$ cat src/design/pdb_pkg.sv
// pdb_pkg: shared types, codes and fixed-point helpers for the porter-duff pixel blender
// no dependencies; imported by every module of the block

package pdb_pkg;

	// blend mode codes
	typedef enum logic [3:0] {
		MODE_SRCOVER  = 4'd0,
		MODE_MUL      = 4'd1,
		MODE_SCREEN   = 4'd2,
		MODE_DARKEN   = 4'd3,
		MODE_LIGHTEN  = 4'd4,
		MODE_DSTOVER  = 4'd5,
		MODE_SRCIN    = 4'd6,
		MODE_DSTIN    = 4'd7,
		MODE_SRCOUT   = 4'd8,
		MODE_DSTOUT   = 4'd9,
		MODE_SRC      = 4'd10,
		MODE_DST      = 4'd11,
		MODE_CLEAR    = 4'd12,
		MODE_SRCATOP  = 4'd13,
		MODE_DSTATOP  = 4'd14,
		MODE_XOR      = 4'd15
	} mode_t;

	// register indexes on the config port
	localparam logic [1:0] REG_BLEND_MODE = 2'd0;
	localparam logic [1:0] REG_SRC_COLOR  = 2'd1;
	localparam logic [1:0] REG_DST_COLOR  = 2'd2;

	localparam logic [31:0] SRC_COLOR_RST = 32'hEA268CFF;
	localparam logic [31:0] DST_COLOR_RST = 32'h0DBFD9FF;

	// composite alpha at or below this gives the zero pixel
	localparam logic [16:0] ALPHA_FLOOR = 17'd6;
	// ceil(2^24 / 257), exact reciprocal for values below 2^24
	localparam logic [32:0] RECIP_257 = 33'd65281;

	typedef logic [27:0] num_t;
	typedef logic [17:0] den_t;

	// per-pixel side info that rides along the divider
	typedef struct packed {
		logic       zero;
		logic [2:0] sat;
		logic [7:0] alpha;
	} pix_ctl_t;

	// unorm product, rounded: (x*y + 32767) / 65535
	function automatic logic [15:0] fx_mul(input logic [15:0] x, input logic [15:0] y);
		logic [32:0] p;
		logic [33:0] t;
		p = {1'b0, ({16'd0, x} * {16'd0, y})} + 33'd32767;
		t = {1'b0, p} + {17'd0, p[32:16]} + 34'd1;
		return t[31:16];
	endfunction

	// byte to 16-bit unorm (b * 257)
	function automatic logic [15:0] to_unit(input logic [7:0] b);
		return {b, b};
	endfunction

endpackage

$ cat src/design/pdb_div.sv
// pdb_div: eight-stage restoring divider, one quotient bit per stage, and result select
// depends on pdb_pkg; driven by pdb_compose

module pdb_div import pdb_pkg::*; (
	input  logic        clk,
	input  logic        arst_n,
	input  logic        in_valid,
	input  num_t [2:0]  num,
	input  den_t        den,
	input  pix_ctl_t    ctl,
	output logic        out_valid,
	output logic [7:0]  red,
	output logic [7:0]  green,
	output logic [7:0]  blue,
	output logic [7:0]  alpha
);

	localparam int NSTG = 8;

	logic             v_s   [NSTG+1];
	num_t [2:0]       rem_s [NSTG+1];
	logic [2:0][7:0]  quo_s [NSTG+1];
	den_t             den_s [NSTG+1];
	pix_ctl_t         ctl_s [NSTG+1];

	assign v_s[0]   = in_valid;
	assign rem_s[0] = num;
	assign quo_s[0] = '0;
	assign den_s[0] = den;
	assign ctl_s[0] = ctl;

	for (genvar k = 1; k <= NSTG; k++) begin : g_stg
		localparam int SH = NSTG - k;
		logic [27:0] dsh;
		logic [2:0]  ge;

		// trial subtract of the shifted divisor
		always_comb begin
			dsh = 28'(den_s[k-1]) << SH;
			for (int i = 0; i < 3; i++)
				ge[i] = (rem_s[k-1][i] >= dsh);
		end

		always_ff @(posedge clk or negedge arst_n) begin
			if (!arst_n)
				v_s[k] <= 1'b0;
			else
				v_s[k] <= v_s[k-1];
		end

		always_ff @(posedge clk) begin
			den_s[k] <= den_s[k-1];
			ctl_s[k] <= ctl_s[k-1];
			for (int i = 0; i < 3; i++) begin
				rem_s[k][i] <= ge[i] ? rem_s[k-1][i] - dsh : rem_s[k-1][i];
				quo_s[k][i] <= {quo_s[k-1][i][6:0], ge[i]};
			end
		end
	end

	// zero pixel, saturated channels, or quotient
	logic [2:0][7:0] chan;
	always_comb begin
		for (int i = 0; i < 3; i++) begin
			if (ctl_s[NSTG].zero)
				chan[i] = 8'd0;
			else if (ctl_s[NSTG].sat[i])
				chan[i] = 8'd255;
			else
				chan[i] = quo_s[NSTG][i];
		end
	end

	assign out_valid = v_s[NSTG];
	assign red       = chan[0];
	assign green     = chan[1];
	assign blue      = chan[2];
	assign alpha     = ctl_s[NSTG].zero ? 8'd0 : ctl_s[NSTG].alpha;

endmodule
$ cat config.mk
export PLATFORM = sky130hd
export DESIGN_NAME = pdb_div
export DESIGN_NICKNAME = d
export VERILOG_FILES = /design/src/design/pdb_pkg.sv /design/src/design/pdb_div.sv
export SDC_FILE = /design/constraint.sdc
export NUM_CORES = 2
export LEC_CHECK = 0
export ABC_AREA = 1
export BUFFER_PORTS_ARGS = -buffer_cell sky130_fd_sc_hd__buf_2
export CAP_MARGIN = 30
export CORE_MARGIN = 1.5
export CORE_UTILIZATION = 40
export CTS_BUF_LIST = sky130_fd_sc_hd__clkbuf_8
export CTS_CLUSTER_DIAMETER = 50
export CTS_CLUSTER_SIZE = 30
export DETAILED_ROUTE_END_ITERATION = 12
export GPL_TIMING_DRIVEN = 1
export SLEW_MARGIN = 20
export SYNTH_ARGS = -nofsm -noshare
export SYNTH_HDL_FRONTEND = slang
export SYNTH_SLANG_ARGS = --single-unit
$ cat constraint.sdc
create_clock -name clk -period 2.5 [get_ports clk]
set_input_delay 0.375 -clock clk [delete_from_list [all_inputs] [get_ports clk]]
set_output_delay 0.375 -clock clk [all_outputs]
set_load 0.05 [all_outputs]
### After elaboration in Yosys (flattened, before gate mapping)

Cells that the tools add are included.

| storage, ports and cells | value |
|---|---|
| flip-flop bits (word level) | 926 |

| operators by class | value |
|---|---|
| add/subtract/negate cells | 21 |
| magnitude comparators | 24 |
| multiplexer cells | 28 |

Operators with widths:

| kind | number |
|---|---|
| $mux 28 | 21 |
| $ge 28x18->1 | 3 |
| $ge 28x19->1 | 3 |
| $ge 28x20->1 | 3 |
| $ge 28x21->1 | 3 |
| $ge 28x22->1 | 3 |
| $ge 28x23->1 | 3 |
| $ge 28x24->1 | 3 |
| $ge 28x25->1 | 3 |
| $sub 28x19->28 | 3 |
| $sub 28x20->28 | 3 |
| $sub 28x21->28 | 3 |
| $sub 28x22->28 | 3 |
| $sub 28x23->28 | 3 |
| $sub 28x24->28 | 3 |
| $sub 28x25->28 | 3 |
| $mux 8 | 7 |

### Longest topological paths before layout

| logic depth | value |
|---|---|
| depth after elaboration | 2 |
| mapped depth | 16 |
| depth with buffers taken out | 15 |

### Worst setup path before layout

Ideal clock, no wire load.

| timing path | value |
|---|---|
| path type | flip-flop to flip-flop |
| from | reg rem_s[480] in the netlist's numbering |
| to | reg rem_s[403] in the netlist's numbering |
| arrival | 1871 ps |
| slack | 517 ps |
| cell stages (with the launch flop) | 17 |
| path buffers | 1 |
| period minus slack after synthesis | 1983 ps |
| cells stage by stage | dfxtp_1 -> inv_1 -> ha_1 -> fa_1 -> inv_1 -> nand3_1 -> nand3_2 -> nand2_1 -> nand2_1 -> nand2_1 -> nand2_1 -> nand2_1 -> nand2_2 -> inv_2 -> buf_6 -> nand2_1 -> nand2_1 |

| on the way | value |
|---|---|
| word-level cells in the longest chain between the ends | 2 |

Ends and longest elaborated chain:

| element | line | source |
|---|---|---|
| from (decl) | pdb_div.sv:21 | `num_t [2:0] rem_s [NSTG+1];` |
| from (signal, indexed assignment) | pdb_div.sv:55 | `rem_s[k][i] <= ge[i] ? rem_s[k-1][i] - dsh : rem_s[k-1][i];` |
| $sub 28x22->28 / $ge 28x22->1 (equally long branches) | pdb_div.sv:55, pdb_div.sv:41 |  |
| $mux 28 (*) | pdb_div.sv:55 |  |

Mark *: on every way between the ends. The rest lies on a longest branch, timed or not.

### Final worst setup path

| timing path | value |
|---|---|
| from | in den[9] |
| to | reg rem_s[615] in the netlist's numbering |

| on the way | value |
|---|---|
| word-level cells in the longest chain between the ends | 2 |

Ends and longest elaborated chain:

| element | line | source |
|---|---|---|
| from (decl) | pdb_div.sv:9 | `input den_t den,` |
| $sub 28x25->28 / $ge 28x25->1 (equally long branches) | pdb_div.sv:55, pdb_div.sv:41 |  |
| $mux 28 (*) | pdb_div.sv:55 |  |

Marked as above.

==> impl_results.md <==
* WHS at 150.7 ps
* DIE WIDTH at 384.4 um
* Placed insts at 11218
* Synth Warn # at 0
* Logic pwr share at 53.0%
* Clk_lat worst skew at 880 ps
* Die height at 384.4 um
* P_int at 39.86 mW
* Status: complete, no violations
* PD cells at 1133 nW/um^2
* DRC errors left at 0
* Row count at 139
* Sw frac at 47.50%
* Core ar. at 144000 sq um
* Final setup violating endpoints at 0
* Antenna viol nets, final at 0
* DR vias/cell at 4.775
* Net Count, Synth at 9627
* Crit Path Max Fanout at 5
* Class of the worst hold path: in -> reg
* Finished Cell Area at 67050 sq um
* Layout cells sized above 1 at 10.06%
* Via Count at 55214
* Slew margin rel. at 64.53%
* Max Cap Viol at 0
* Slew @ Worst Pin at 531.5 ps
* Drt pass-1 iters at 6
* CP endpoint kind: register
* Initial antenna violation count at 2
* Slowest-stage cell, CP: dlygate4sd3_1
* Largest net degree at the start of global routing at 34
* Final core utilization at 46.56%
* Compound-Gate Fraction of Synth Area at 6.110%
* Placed Area at 62290 sq um
* Startpoint Class: primary input
* Most used cell, CP: nand2_1
* Most frequent cells in the layout: 3475 x nand2_1, 1484 x inv_1, 898 x dfxtp_1
* Worst Path Buf+Inv at 5
* Min Clock Period, post-route at 2477 ps
* Htree depth at 3
* RSZ-0062 raised after global routing: true
* Routed wire length at 196.4 mm
* Post-synthesis mux area share at 0%
* Primary FF master, synth: dfxtp_1
* CTS Sinks at 926
* Pwr Total at 75.94 mW
* Die area at 147800 sq um
* Final Hold Viols at 0
* Overflow left after global routing at 0
* Vias in the first global route at 54614
* GRT Total Usage at 26.26%
* Clk slew on worst S/H paths at 110 ps
* Setup TNS at 0 ps
* Most common cell after layout, fill and taps aside: nand2_1
* CTS tree: yes
* Final nets at 10134
* Initial core utilization at 40.41%
* CTS max path bufs at 3
* Worst EP required at 3220 ps
* Sw Pwr at 36.07 mW
* Fill count at 15118
* Final worst slack at 23.10 ps
* Yosys reg bits at 926
* Clk root buf: clkbuf_8
* Sequential area share after synthesis at 31.92%
* I/O pin cnt at 150
* Fin cells at 11562
* Clock buffer count from CTS at 107
* Final HPWL DP at 169.3 mm
* Post-Synthesis Cells at 9057
* Maximum vdd ir drop at 426.2 uV
* Pre-CTS WS at -112.0 ps
* XOR/XNOR Fraction of Synth Area at 3.416%
* Kind of critical path: in -> reg
* Critical Path Max Stage Delay at 540 ps
* Wirelength per Cell at 16.99 um
* Main combinational cell family by area after synthesis: simple AND/OR/NAND/NOR gates
* Global-route wire length before repair at 299.9 mm
* Clk pwr share at 16.6%
* Synth unique cells at 49
* Crit-path cells: dlygate4sd3_1, buf_2, inv_1, ha_2, nand2_1, nor2_2, nand2_1, nand2_1, nand2_1, nand3_1, nor2_2, buf_4, a21oi_2, dlygate4sd3_1
* Final period utilization at 99.08%
* Worst EP arrival at 3200 ps
* Area growth syn-to-layout at 15.22%
* Post-synth ARST share at 0.8639%
* Layout Skew at 57.80 ps
* Routability-driven placement congestion ratio at 1.025
* Avg Synthesized Cell Area at 6.426 sq um
* Flop pwr share at 30.3%
* Post-Synth Simple-Gate Area at 37.25%
* Slew Limit Fails at 0
* Initial DRC count at 3387
* Leak at 35.46 nW
* Number of enable flip-flop cells after synthesis at 0
* Cell family with the largest share of critical-path delay: buffers and inverters
* Syn Std Cell Area at 58200 sq um
* F_max at 403.7 MHz
* Buffers on Ports at 149
* Post-Synth Adder-Cell Area at 10.01%
[layout make-up]
| class | instances | area [sq um] | share of cell area (%) |
|---|---|---|---|
| multi-input combinational | 6506 | 33500 | 49.96 |
| sequential | 926 | 18610 | 27.75 |
| inverter | 1539 | 5873 | 8.759 |
| timing repair buffer | 484 | 3943 | 5.880 |
| tap | 1903 | 2381 | 3.551 |
| clock buffer | 113 | 1555 | 2.320 |
| clock inverter | 88 | 1187 | 1.771 |
| antenna | 3 | 7.507 | 0.01120 |
[per-layer routing]
| layer | routed length (um) | up-vias | global-route usage, % |
|---|---|---|---|
| li1 | - | 28977 | - |
| met1 | 81480 | 24522 | 29.99 |
| met2 | 93360 | 1287 | 46.23 |
| met3 | 6429 | 428 | 2.346 |
| met4 | 15180 | 0 | 18.17 |
| met5 | 0 | - | 0 |
[Yosys cell counts (8+ instances only)]
| library cell | instances | area (sq um) |
|---|---|---|
| ha_1 | 432 | 5405 |
| nor2_4 | 8 | 90.09 |
| o21ai_1 | 39 | 195.2 |
| nand2_2 | 29 | 181.4 |
| xor2_1 | 128 | 1121 |
| o21ai_0 | 110 | 550.5 |
| nand3_2 | 15 | 150.1 |
| nand4_1 | 176 | 1101 |
| nand3_1 | 538 | 2693 |
| dfxtp_1 | 918 | 18380 |
| dfrtp_1 | 8 | 200.2 |
| nor2_2 | 33 | 206.5 |
| buf_4 | 25 | 187.7 |
| or2_2 | 22 | 137.6 |
| nor2_1 | 769 | 2887 |
| nand3b_1 | 74 | 555.5 |
| inv_2 | 23 | 86.33 |
| and2_1 | 15 | 93.84 |
| a21oi_2 | 104 | 910.9 |
| buf_6 | 48 | 540.5 |
| a21oi_1 | 248 | 1241 |
| nand2_1 | 3480 | 13060 |
| inv_1 | 1512 | 5675 |
| o21bai_1 | 13 | 97.59 |
| o21ai_2 | 43 | 376.6 |
| nor3_1 | 60 | 300.3 |
| xnor2_1 | 99 | 867.1 |
| fa_1 | 21 | 420.4 |
[flip-flops by register name, indices dropped and copies added (netlist names)]
signal,cells
rem_s,588
den_s,126
quo_s,108
ctl_s,96
v_s,7
out_valid,1
[worst reg2reg max path, stage by stage (launching register included)]
cell      delay (ps)
dfxtp_1          330
inv_1            380
ha_1             400
nand2_1          100
nand2_1           70
a21boi_2         170
nand2_1           90
inv_1            110
nand3_2          140
nor2_8           200
buf_4            200
nand2_1           60
nand2_1           90
[repair_timing]
item / 4_1_cts / 5_1_grt
buffers inserted: 2 / 20
pin swaps: 1 / 4
endpoints found under the hold margin: 123 / 0
endpoints found under the setup margin: 95 / 243
resized for setup: 30 / 139
hold buffers: 118 / 0
[path summary, 6_finish.rpt]
| kind | startpoint | end | slack [ps] | cells after the start |
|---|---|---|---|---|
| max reg2reg | den_s[52] | rem_s[128] | 60 | 12 |
| min reg2reg | den_s[84] | den_s[66] | 300 | 0 |
| min | ctl[8] | ctl_s[92] | 150 | 2 |
| min in group asynchronous | arst_n | v_s[6] | 520 | 3 |
| max in group asynchronous | arst_n | v_s[1] | 1720 | 3 |
| max | den[9] | rem_s[615] | 20 | 14 |
[power groups by stage]
| stage | combinational [mW] | sequential [mW] | clock (mW) |
|---|---|---|---|
| after floorplan | 29.5 | 21.4 | 0 |
| after global placement | 39.1 | 23.3 | 0 |
| after detailed placement | 39.4 | 23.2 | 0 |
| after CTS | 39.8 | 22.8 | 13.1 |
| after global routing | 45.8 | 23.4 | 13.7 |
| final | 40.3 | 23.0 | 12.6 |
[cells by family after synthesis]
family | after synthesis
and+or+nand+nor | 5245
AOI/OAI and AO/OA | 581
DFF | 926
xor gates and xnor gates | 227
buffers and inverters | 1625
adders and majority gates | 453
No activity file was read; power rests on OpenSTA's default activity.
